<file path="config.mk">
export PLATFORM = sky130hd
export DESIGN_NAME = command_line_parser_flat
export DESIGN_NICKNAME = d
export VERILOG_FILES = /design/src/clp_pkg.sv /design/src/clp_char_if.sv /design/src/clp_cmd_if.sv /design/src/command_line_parser.sv /design/src/flat_wrapper.sv
export VERILOG_INCLUDE_DIRS = /design/src /design/src/src
export SDC_FILE = /design/constraint.sdc
export NUM_CORES = 1
export LEC_CHECK = 0
export ABC_AREA = 1
export BUFFER_PORTS_ARGS = -buffer_cell sky130_fd_sc_hd__buf_2
export CAP_MARGIN = 20
export CORE_UTILIZATION = 30
export CTS_BUF_LIST = sky130_fd_sc_hd__clkbuf_16
export CTS_CLUSTER_DIAMETER = 60
export CTS_CLUSTER_SIZE = 20
export DETAILED_ROUTE_END_ITERATION = 12
export HOLD_SLACK_MARGIN = 0.08
export SKIP_CTS_REPAIR_TIMING = 1
export SYNTH_ARGS = -nofsm -noshare
export SYNTH_HDL_FRONTEND = slang
export SYNTH_SLANG_ARGS = --single-unit
</file>
<file path="constraint.sdc">
create_clock -name clk -period 3.1 [get_ports clk]
set_clock_uncertainty 0.15 [all_clocks]
set_input_delay 0.31 -clock clk [delete_from_list [all_inputs] [get_ports clk]]
set_output_delay 0.31 -clock clk [all_outputs]
set_load 0.005 [all_outputs]
</file>
<file path="src/assert_macros.svh">
// Assertion helpers for the RTL; included by command_line_parser.
`ifndef ASSERT_MACROS_SVH
`define ASSERT_MACROS_SVH

`ifndef SYNTHESIS

`define ASSERT_ALWAYS(label, clk, rst, expr, msg) \
  label: assert property (@(posedge clk) disable iff (rst) (expr)) else $error(msg);

`define ASSERT_IMPLIES(label, clk, rst, ante, cons, msg) \
  label: assert property (@(posedge clk) disable iff (rst) (ante) |-> (cons)) else $error(msg);

`define ASSERT_NEXT(label, clk, rst, ante, cons, msg) \
  label: assert property (@(posedge clk) disable iff (rst) (ante) |=> (cons)) else $error(msg);

`else

`define ASSERT_ALWAYS(label, clk, rst, expr, msg)

`define ASSERT_IMPLIES(label, clk, rst, ante, cons, msg)

`define ASSERT_NEXT(label, clk, rst, ante, cons, msg)

`endif

`endif

</file>
<file path="src/clp_pkg.sv">
`default_nettype none

package clp_pkg;

  localparam int SLOT_COUNT = 8;
  localparam int CNT_W = $clog2(SLOT_COUNT);

  localparam logic [7:0] CH_TAB   = 8'h09;
  localparam logic [7:0] CH_LF    = 8'h0A;
  localparam logic [7:0] CH_CR    = 8'h0D;
  localparam logic [7:0] CH_SPACE = 8'h20;
  localparam logic [7:0] CH_PLUS  = 8'h2B;
  localparam logic [7:0] CH_MINUS = 8'h2D;
  localparam logic [7:0] CH_ZERO  = 8'h30;
  localparam logic [7:0] CH_NINE  = 8'h39;

  typedef enum logic [2:0] {
    PH_CMD,
    PH_WAIT1,
    PH_IN1,
    PH_WAIT2,
    PH_IN2,
    PH_SKIP
  } phase_t;

  typedef enum logic [1:0] {
    SEQ_IDLE,
    SEQ_CONV,
    SEQ_EMIT
  } seq_t;

  function automatic logic is_blank(input logic [7:0] c);
    return (c == CH_SPACE) || (c >= CH_TAB && c <= CH_CR);
  endfunction

  function automatic logic is_digit(input logic [7:0] c);
    return (c >= CH_ZERO) && (c <= CH_NINE);
  endfunction

endpackage

`default_nettype wire

</file>
<file path="src/clp_char_if.sv">
`default_nettype none

interface clp_char_if;
  logic       valid;
  logic       ready;
  logic [7:0] rx_char;

  modport source (output valid, output rx_char, input ready);
  modport sink (input valid, input rx_char, output ready);
endinterface

`default_nettype wire

</file>
<file path="src/clp_cmd_if.sv">
`default_nettype none

interface clp_cmd_if;
  logic        valid;
  logic        ready;
  logic [7:0]  command_letter;
  logic [15:0] first_value;
  logic [15:0] second_value;

  modport source (output valid, output command_letter, output first_value,
                  output second_value, input ready);
  modport sink (input valid, input command_letter, input first_value,
                input second_value, output ready);
endinterface

`default_nettype wire

</file>
<file path="src/command_line_parser.sv">
// Command line parser for text received over a serial link.
// The rx channel takes one character per item. Lines have the form
// "C p1 p2" and end with CR or LF. The cmd channel delivers one item per
// finished line whose command letter is not a space: the letter and both
// decimal parameters modulo 65536, zero where a parameter is absent.
// A character that only updates the line state leaves the sequencer idle. A space
// or line end that closes a parameter starts the shared multiply-by-ten
// and add unit, which walks the stored parameter characters slot by slot
// while rx is held off, and a line end then passes through the emit state
// to hand its result to the output register.
// rx is ready only while the sequencer is idle.
// The output register holds one finished command. While it waits, rx
// keeps accepting characters; a line end that must emit a command waits
// until the output register is free, so a stalled receiver eventually
// stalls rx.
// Synchronous reset returns the parser to the start of a line with a
// space as command letter and an empty output register.
`default_nettype none
`include "assert_macros.svh"

module command_line_parser
  import clp_pkg::*;
(
  input  wire logic  clk,
  input  wire logic  rst,
  clp_char_if.sink   rx,
  clp_cmd_if.source  cmd
);

  seq_t             state, state_next;
  phase_t           phase, phase_next;
  logic [7:0]       held_letter, held_letter_next;
  logic [15:0]      held_first, held_first_next;
  logic [15:0]      held_second, held_second_next;
  logic [CNT_W-1:0] count, count_next;
  logic [CNT_W-1:0] idx, idx_next;
  logic             in_digits, in_digits_next;
  logic             neg, neg_next;
  logic [15:0]      acc, acc_next;
  logic             target, target_next;
  logic             line_end, line_end_next;
  logic             out_valid, out_valid_next;
  logic             out_load;
  logic [7:0]       out_letter;
  logic [15:0]      out_first;
  logic [15:0]      out_second;

  logic [7:0]       slots [SLOT_COUNT];
  logic             slot_we;
  logic [CNT_W-1:0] slot_waddr;
  logic [7:0]       cur;
  logic [CNT_W-1:0] count_inc;
  logic [15:0]      acc_x10;
  logic [15:0]      conv_value;
  logic             accept;

  assign accept     = rx.valid && rx.ready;
  assign rx.ready   = (state == SEQ_IDLE);
  assign count_inc  = (count == CNT_W'(SLOT_COUNT - 1)) ? '0 : count + 1'b1;
  assign acc_x10    = {acc[12:0], 3'b000} + {acc[14:0], 1'b0};
  assign conv_value = neg ? (16'd0 - acc) : acc;

  assign cmd.valid          = out_valid;
  assign cmd.command_letter = out_letter;
  assign cmd.first_value    = out_first;
  assign cmd.second_value   = out_second;

  always_ff @(posedge clk) begin
    if (rst) begin
      state       <= SEQ_IDLE;
      phase       <= PH_CMD;
      held_letter <= CH_SPACE;
      held_first  <= '0;
      held_second <= '0;
      count       <= '0;
      idx         <= '0;
      in_digits   <= 1'b0;
      neg         <= 1'b0;
      acc         <= '0;
      target      <= 1'b0;
      line_end    <= 1'b0;
      out_valid   <= 1'b0;
    end else begin
      state       <= state_next;
      phase       <= phase_next;
      held_letter <= held_letter_next;
      held_first  <= held_first_next;
      held_second <= held_second_next;
      count       <= count_next;
      idx         <= idx_next;
      in_digits   <= in_digits_next;
      neg         <= neg_next;
      acc         <= acc_next;
      target      <= target_next;
      line_end    <= line_end_next;
      out_valid   <= out_valid_next;
    end
  end

  always_ff @(posedge clk) begin
    if (slot_we) begin
      slots[slot_waddr] <= rx.rx_char;
    end
  end

  always_ff @(posedge clk) begin
    cur <= slots[idx_next];
  end

  always_ff @(posedge clk) begin
    if (out_load) begin
      out_letter <= held_letter;
      out_first  <= held_first;
      out_second <= held_second;
    end
  end

  always_comb begin
    state_next       = state;
    phase_next       = phase;
    held_letter_next = held_letter;
    held_first_next  = held_first;
    held_second_next = held_second;
    count_next       = count;
    idx_next         = idx;
    in_digits_next   = in_digits;
    neg_next         = neg;
    acc_next         = acc;
    target_next      = target;
    line_end_next    = line_end;
    out_valid_next   = out_valid && !cmd.ready;
    out_load         = 1'b0;
    slot_we          = 1'b0;
    slot_waddr       = count;

    unique case (state)
      SEQ_IDLE: begin
        if (accept) begin
          idx_next       = '0;
          in_digits_next = 1'b0;
          neg_next       = 1'b0;
          acc_next       = '0;
          if (rx.rx_char == CH_LF || rx.rx_char == CH_CR) begin
            line_end_next = 1'b1;
            if (phase == PH_IN1 || phase == PH_IN2) begin
              target_next = (phase == PH_IN2);
              state_next  = SEQ_CONV;
            end else begin
              state_next = SEQ_EMIT;
            end
          end else begin
            unique case (phase)
              PH_CMD: begin
                if (rx.rx_char == CH_SPACE) begin
                  phase_next = PH_WAIT1;
                end else begin
                  held_letter_next = rx.rx_char;
                end
              end
              PH_WAIT1, PH_WAIT2: begin
                slot_we    = 1'b1;
                slot_waddr = '0;
                count_next = CNT_W'(1);
                phase_next = (phase == PH_WAIT1) ? PH_IN1 : PH_IN2;
              end
              PH_IN1, PH_IN2: begin
                if (rx.rx_char == CH_SPACE) begin
                  target_next   = (phase == PH_IN2);
                  line_end_next = 1'b0;
                  state_next    = SEQ_CONV;
                  phase_next    = (phase == PH_IN1) ? PH_WAIT2 : PH_SKIP;
                end else begin
                  slot_we    = 1'b1;
                  count_next = count_inc;
                end
              end
              default: begin
              end
            endcase
          end
        end
      end

      SEQ_CONV: begin
        if (idx == count || (in_digits && !is_digit(cur))) begin
          if (target) begin
            held_second_next = conv_value;
          end else begin
            held_first_next = conv_value;
          end
          state_next = line_end ? SEQ_EMIT : SEQ_IDLE;
        end else if (in_digits) begin
          acc_next = acc_x10 + {12'd0, cur[3:0]};
          idx_next = idx + 1'b1;
        end else if (is_blank(cur)) begin
          idx_next = idx + 1'b1;
        end else if (cur == CH_PLUS || cur == CH_MINUS) begin
          neg_next       = (cur == CH_MINUS);
          idx_next       = idx + 1'b1;
          in_digits_next = 1'b1;
        end else begin
          in_digits_next = 1'b1;
        end
      end

      SEQ_EMIT: begin
        if (held_letter == CH_SPACE || !out_valid || cmd.ready) begin
          if (held_letter != CH_SPACE) begin
            out_load       = 1'b1;
            out_valid_next = 1'b1;
          end
          held_letter_next = CH_SPACE;
          held_first_next  = '0;
          held_second_next = '0;
          phase_next       = PH_CMD;
          state_next       = SEQ_IDLE;
        end
      end

      default: begin
        state_next = SEQ_IDLE;
      end
    endcase
  end

  `ASSERT_IMPLIES(a_conv_in_range, clk, rst, state == SEQ_CONV, idx <= count, "conversion index passed the fill count")
  `ASSERT_IMPLIES(a_no_blank_cmd, clk, rst, out_valid, out_letter != CH_SPACE, "emitted a command with a space letter")
  `ASSERT_NEXT(a_line_end_busy, clk, rst, accept && (rx.rx_char == CH_LF || rx.rx_char == CH_CR), state != SEQ_IDLE, "line end did not start the emit sequence")
  `ASSERT_IMPLIES(a_line_cleared, clk, rst, $past(state == SEQ_EMIT) && state == SEQ_IDLE, held_letter == CH_SPACE && phase == PH_CMD && held_first == 16'd0, "line state not cleared after line end")

endmodule

`default_nettype wire
</file>
<file path="src/flat_wrapper.sv">
// flat-port wrapper written by rule: the top's interface ports become plain ports
module command_line_parser_flat import clp_pkg::*;
  (clk, rst, rx_valid, rx_rx_char, rx_ready, cmd_valid, cmd_command_letter, cmd_first_value, cmd_second_value, cmd_ready);
  clp_char_if rx_i ();
  clp_cmd_if cmd_i ();
  input  wire logic clk;
  input  wire logic rst;
  input wire logic [$bits(rx_i.valid)-1:0] rx_valid;
  input wire logic [$bits(rx_i.rx_char)-1:0] rx_rx_char;
  output wire logic [$bits(rx_i.ready)-1:0] rx_ready;
  output wire logic [$bits(cmd_i.valid)-1:0] cmd_valid;
  output wire logic [$bits(cmd_i.command_letter)-1:0] cmd_command_letter;
  output wire logic [$bits(cmd_i.first_value)-1:0] cmd_first_value;
  output wire logic [$bits(cmd_i.second_value)-1:0] cmd_second_value;
  input wire logic [$bits(cmd_i.ready)-1:0] cmd_ready;
  assign rx_i.valid = rx_valid;
  assign rx_i.rx_char = rx_rx_char;
  assign rx_ready = rx_i.ready;
  assign cmd_valid = cmd_i.valid;
  assign cmd_command_letter = cmd_i.command_letter;
  assign cmd_first_value = cmd_i.first_value;
  assign cmd_second_value = cmd_i.second_value;
  assign cmd_i.ready = cmd_ready;
  command_line_parser u_core (.clk(clk), .rst(rst), .rx(rx_i), .cmd(cmd_i));
endmodule
</file>
==> run summary <==
### Hold path
* **hold-critical path endpoint** u_core.cmd.valid
* **worst min-delay path category** in -> reg
* **Hold Startpoint** cmd_ready
* **cell depth of the worst min-delay path** 4

### Place
* **Placed Area** 9520 µm²
* **GP Congestion** 0.842
* **port bufs** 53
* **Detail Placement HPWL** 13.8 mm

### STA
* **final worst-path cycle share** 0.859
* **Max Freq** 375 MHz
* **number of setup violations in the final report** 0
* **final worst path period need** 2660 ps
* **Final Hold Vio Count** 0
* **worst relative slew slack** 0.463
* **setup repair after global routing missed its margin** false
* **number of slew-limit violations in the final report** 0
* **Total Neg Setup Slack** 0 ps
* **transition time at the pin with the least slew margin** 803 ps

### Worst setup path
* **cell repeated most along the worst path** sky130_fd_sc_hd__nand2_1
* **reg2reg path depth** 9
* **critical path capture point type** register
* **Worst EP arrival** 2570 ps
* **critical path's slowest cell** sky130_fd_sc_hd__nor2_1
* **cells along the critical path** nor2_2 -> inv_1 -> nor2_4 -> inv_1 -> nor2_1 -> nand2_1 -> nand2_1 -> nand2_1 -> nor2_1
* **Reg-to-Reg End** u_core.slots[0][2]
* **startpoint-to-endpoint class of the critical path** reg -> reg
* **dominant delay contributor by cell family on the critical path** simple AND/OR/NAND/NOR gates
* **Register-to-Register Setup Slack** 440 ps
* **worst stage delay on the critical path** 630 ps
* **required arrival time at the worst endpoint** 3010 ps
* **Setup crit start kind** register
* **Buf/Inv on CP** 2
* **launch point of the worst reg-to-reg path** u_core.state[1]
* **highest net fanout along the worst path** 8

### Logic synthesis
* **Post-Synth XOR/XNOR Area** 0.00704
* **top flip-flop cell by instance count after synthesis** sky130_fd_sc_hd__edfxtp_1
* **cell type with the highest aggregate area in the netlist** sky130_fd_sc_hd__edfxtp_1
* **compound-cell area share of the yosys netlist** 0.0861
* **share of the synthesized area in the top cell type** 0.359
* **number of enable-type register cells in the synthesized netlist** 104
* **share of synthesized area occupied by flip-flops and latches** 0.543
* **number of warnings reported in the yosys synthesis log** 0
* **number of register bits inferred by synthesis** 184
* **most common library cells after synthesis** 181 x sky130_fd_sc_hd__nand2_1, 158 x sky130_fd_sc_hd__nor2_1, 130 x sky130_fd_sc_hd__inv_1
* **Post-Synth Adder-Cell Area** 0.0477
* **largest cells by area after synthesis** sky130_fd_sc_hd__edfxtp_1 36%, sky130_fd_sc_hd__dfxtp_1 18%, sky130_fd_sc_hd__nand2_1 7.8%
* **syn nets** 1070
* **Post-Syn Area** 8700 µm²
* **proportion of synthesized area in mux cells** 0
* **post-synthesis simple-gate area fraction** 0.240
* **cell count after synthesis** 1026
* **main combinational cell family by area after synthesis** simple AND/OR/NAND/NOR gates
* **mean post-synth cell area** 8.48 µm²
* **Async S/R FF share, synth** 0
* **number of different library cells in the post-synthesis netlist** 34
* **most frequently used cell type in the post-synthesis netlist** sky130_fd_sc_hd__nand2_1

### Layout
* **Non-Filler Cell Area, Final** 10100 µm²
* **Antenna diodes** 0
* **signed area change from the synthesized netlist to the final layout** 16.3%
* **number of nets in the final layout** 1143
* **share of final-layout standard cells stronger than drive strength 1** 0.125
* **final core area utilization** 0.359
* **number of fill cells in the layout** 2815

### Pwr
* **clock network fraction of total power** 0.376
* **portion of total power attributed to sequential cells** 0.511
* **total leakage power** 4.45 nW
* **power density over cell area** 555 nW/µm²
* **Max rail drop VDD** 0.387 mV
* **reported net switching power** 0.00146 W
* **total design power** 0.00561 W
* **cell internal power dissipation** 0.00415 W
* **logic gate share of total power** 0.113
* **switching share of power** 0.260

### Outcome
* **outcome** finished, final reports clean

### Drt
* **initial DRC count** 543
* **Total Wirelength** 19.5 mm
* **DRC** 0
* **Antenna Nets Post-Route** 0
* **overall via count from detail_route** 6844
* **per-cell routed wire length** 13.1 µm
* **Via density** 4.59
* **detailed-router iteration count before antenna repair** 7

### Clock network
* **Clock Sinks** 184
* **CTS buffer count** 17
* **TritonCTS clock tree** yes
* **CTS clk-pin slew, worst paths** 60 ps
* **clock latency at the later pin of the worst-skew pair** 430 ps
* **H-tree level count** 4
* **worst-case clock buffer depth** 2
* **clock root buffer** sky130_fd_sc_hd__clkbuf_16

### Die
* **die width** 172 µm
* **core area** 28200 µm²
* **area of the die** 29700 µm²
* **number of rows in the core area** 61
* **Top-Level Pins** 54
* **height of the chip** 172 µm
* **Initial Util** 0.309

### Global routing
* **initial antenna violation count** 0
* **global-route wire length before repair** 31.7 mm
* **global-route usage over all layers** 0.138
* **GRT Residual Overflow** 0
* **pin count of the biggest net entering global routing** 41
* **via count of the first global-routing pass** 6389

### Job
* **number of max-cap violations** 0

## cell type report
cell class,count,area [µm²],area share
inverter,142,533,0.0527
clock inverter,15,151,0.0150
clock buffer,17,425,0.0420
tap,378,473,0.0467
multi-input combinational,672,3320,0.329
sequential,184,4720,0.467
timing repair buffer,82,488,0.0482
## metal layers
metal  vias up  track usage  wire [µm]
met5         -            0          0
met2       139        0.221       8800
met4         0       0.0546        417
met1      3150        0.181       9550
li1       3528            -          -
met3        27       0.0275        693
## logic make-up (layout without fill, tap and decap cells)
kind of cell,count (synthesis),after routing
AO/OA/AOI/OAI,141,141
XOR/XNOR,7,7
adder cells (fa/ha/maj),32,32
buffers and inverters,170,256
flip-flops,184,184
AND/OR/NAND/NOR,492,492
## state kept, by name, indices dropped and copies added, names as in the netlist, 3 cells and up
name,cells
u_core.slots,64
u_core.acc,16
u_core.cmd.first_value,16
u_core.cmd.second_value,16
u_core.held_first,16
u_core.held_second,16
u_core.cmd.command_letter,8
u_core.cur,8
u_core.held_letter,8
u_core.count,3
u_core.idx,3
u_core.phase,3
## power by group through the flow
stage	combinational, W	sequential, W	clock, W
after floorplan	0.000466	0.00288	0
after global placement	0.000626	0.00291	0
after detailed placement	0.000631	0.00292	0
after CTS	0.000635	0.00286	0.00217
after global routing	0.000729	0.00289	0.00225
final	0.000636	0.00287	0.00211
## worst reg2reg max path, cell delays in order (launching register included)
cell,delay (ps)
sky130_fd_sc_hd__dfxtp_1,350
sky130_fd_sc_hd__nor2_2,240
sky130_fd_sc_hd__inv_1,160
sky130_fd_sc_hd__nor2_4,180
sky130_fd_sc_hd__inv_1,130
sky130_fd_sc_hd__nor2_1,150
sky130_fd_sc_hd__nand2_1,130
sky130_fd_sc_hd__nand2_1,110
sky130_fd_sc_hd__nand2_1,70
sky130_fd_sc_hd__nor2_1,630
## through the flow
step,setup slack (ps),instances,hold slack [ps]
after floorplan,593,1026,253
after global placement,529,1456,260
after detailed placement,457,1456,261
after CTS,452,1488,56.0
after global routing,195,1490,82.9
final,437,1490,75.8
## worst max path at each step
| stage | cells past startpoint | slack, ps | to | start |
|---|---|---|---|---|
| after global routing | 9 | 200 | u_core.slots[0][2] | u_core.state[1] |
| after floorplan | 6 | 590 | u_core.cmd.command_letter[0] | u_core.state[1] |
| after detailed placement | 9 | 460 | u_core.slots[0][7] | u_core.state[1] |
| final | 9 | 440 | u_core.slots[0][2] | u_core.state[1] |
| after global placement | 9 | 530 | u_core.slots[0][7] | u_core.state[1] |
| after CTS | 9 | 450 | u_core.slots[0][2] | u_core.state[1] |
## placed cells by master (no fill, tap or decap), types with 4 or more instances in the layout
cell                        count
sky130_fd_sc_hd__a21oi_1       53
sky130_fd_sc_hd__dfxtp_1       80
sky130_fd_sc_hd__inv_1        132
sky130_fd_sc_hd__buf_4         27
sky130_fd_sc_hd__nand2_2        4
sky130_fd_sc_hd__nor3_1        19
sky130_fd_sc_hd__or2_2          6
sky130_fd_sc_hd__xor2_1         5
sky130_fd_sc_hd__nor2_1       157
sky130_fd_sc_hd__clkbuf_16     17
sky130_fd_sc_hd__ha_1          30
sky130_fd_sc_hd__a211oi_1       6
sky130_fd_sc_hd__nand3_1      106
sky130_fd_sc_hd__inv_2         10
sky130_fd_sc_hd__nor2_2         4
sky130_fd_sc_hd__edfxtp_1     104
sky130_fd_sc_hd__buf_2         53
sky130_fd_sc_hd__nor2_4         4
sky130_fd_sc_hd__o21ai_0       70
sky130_fd_sc_hd__nand2_1      181
sky130_fd_sc_hd__nor4_1         6
sky130_fd_sc_hd__clkinv_1       4
No activity file was read; power rests on OpenSTA's default activity.
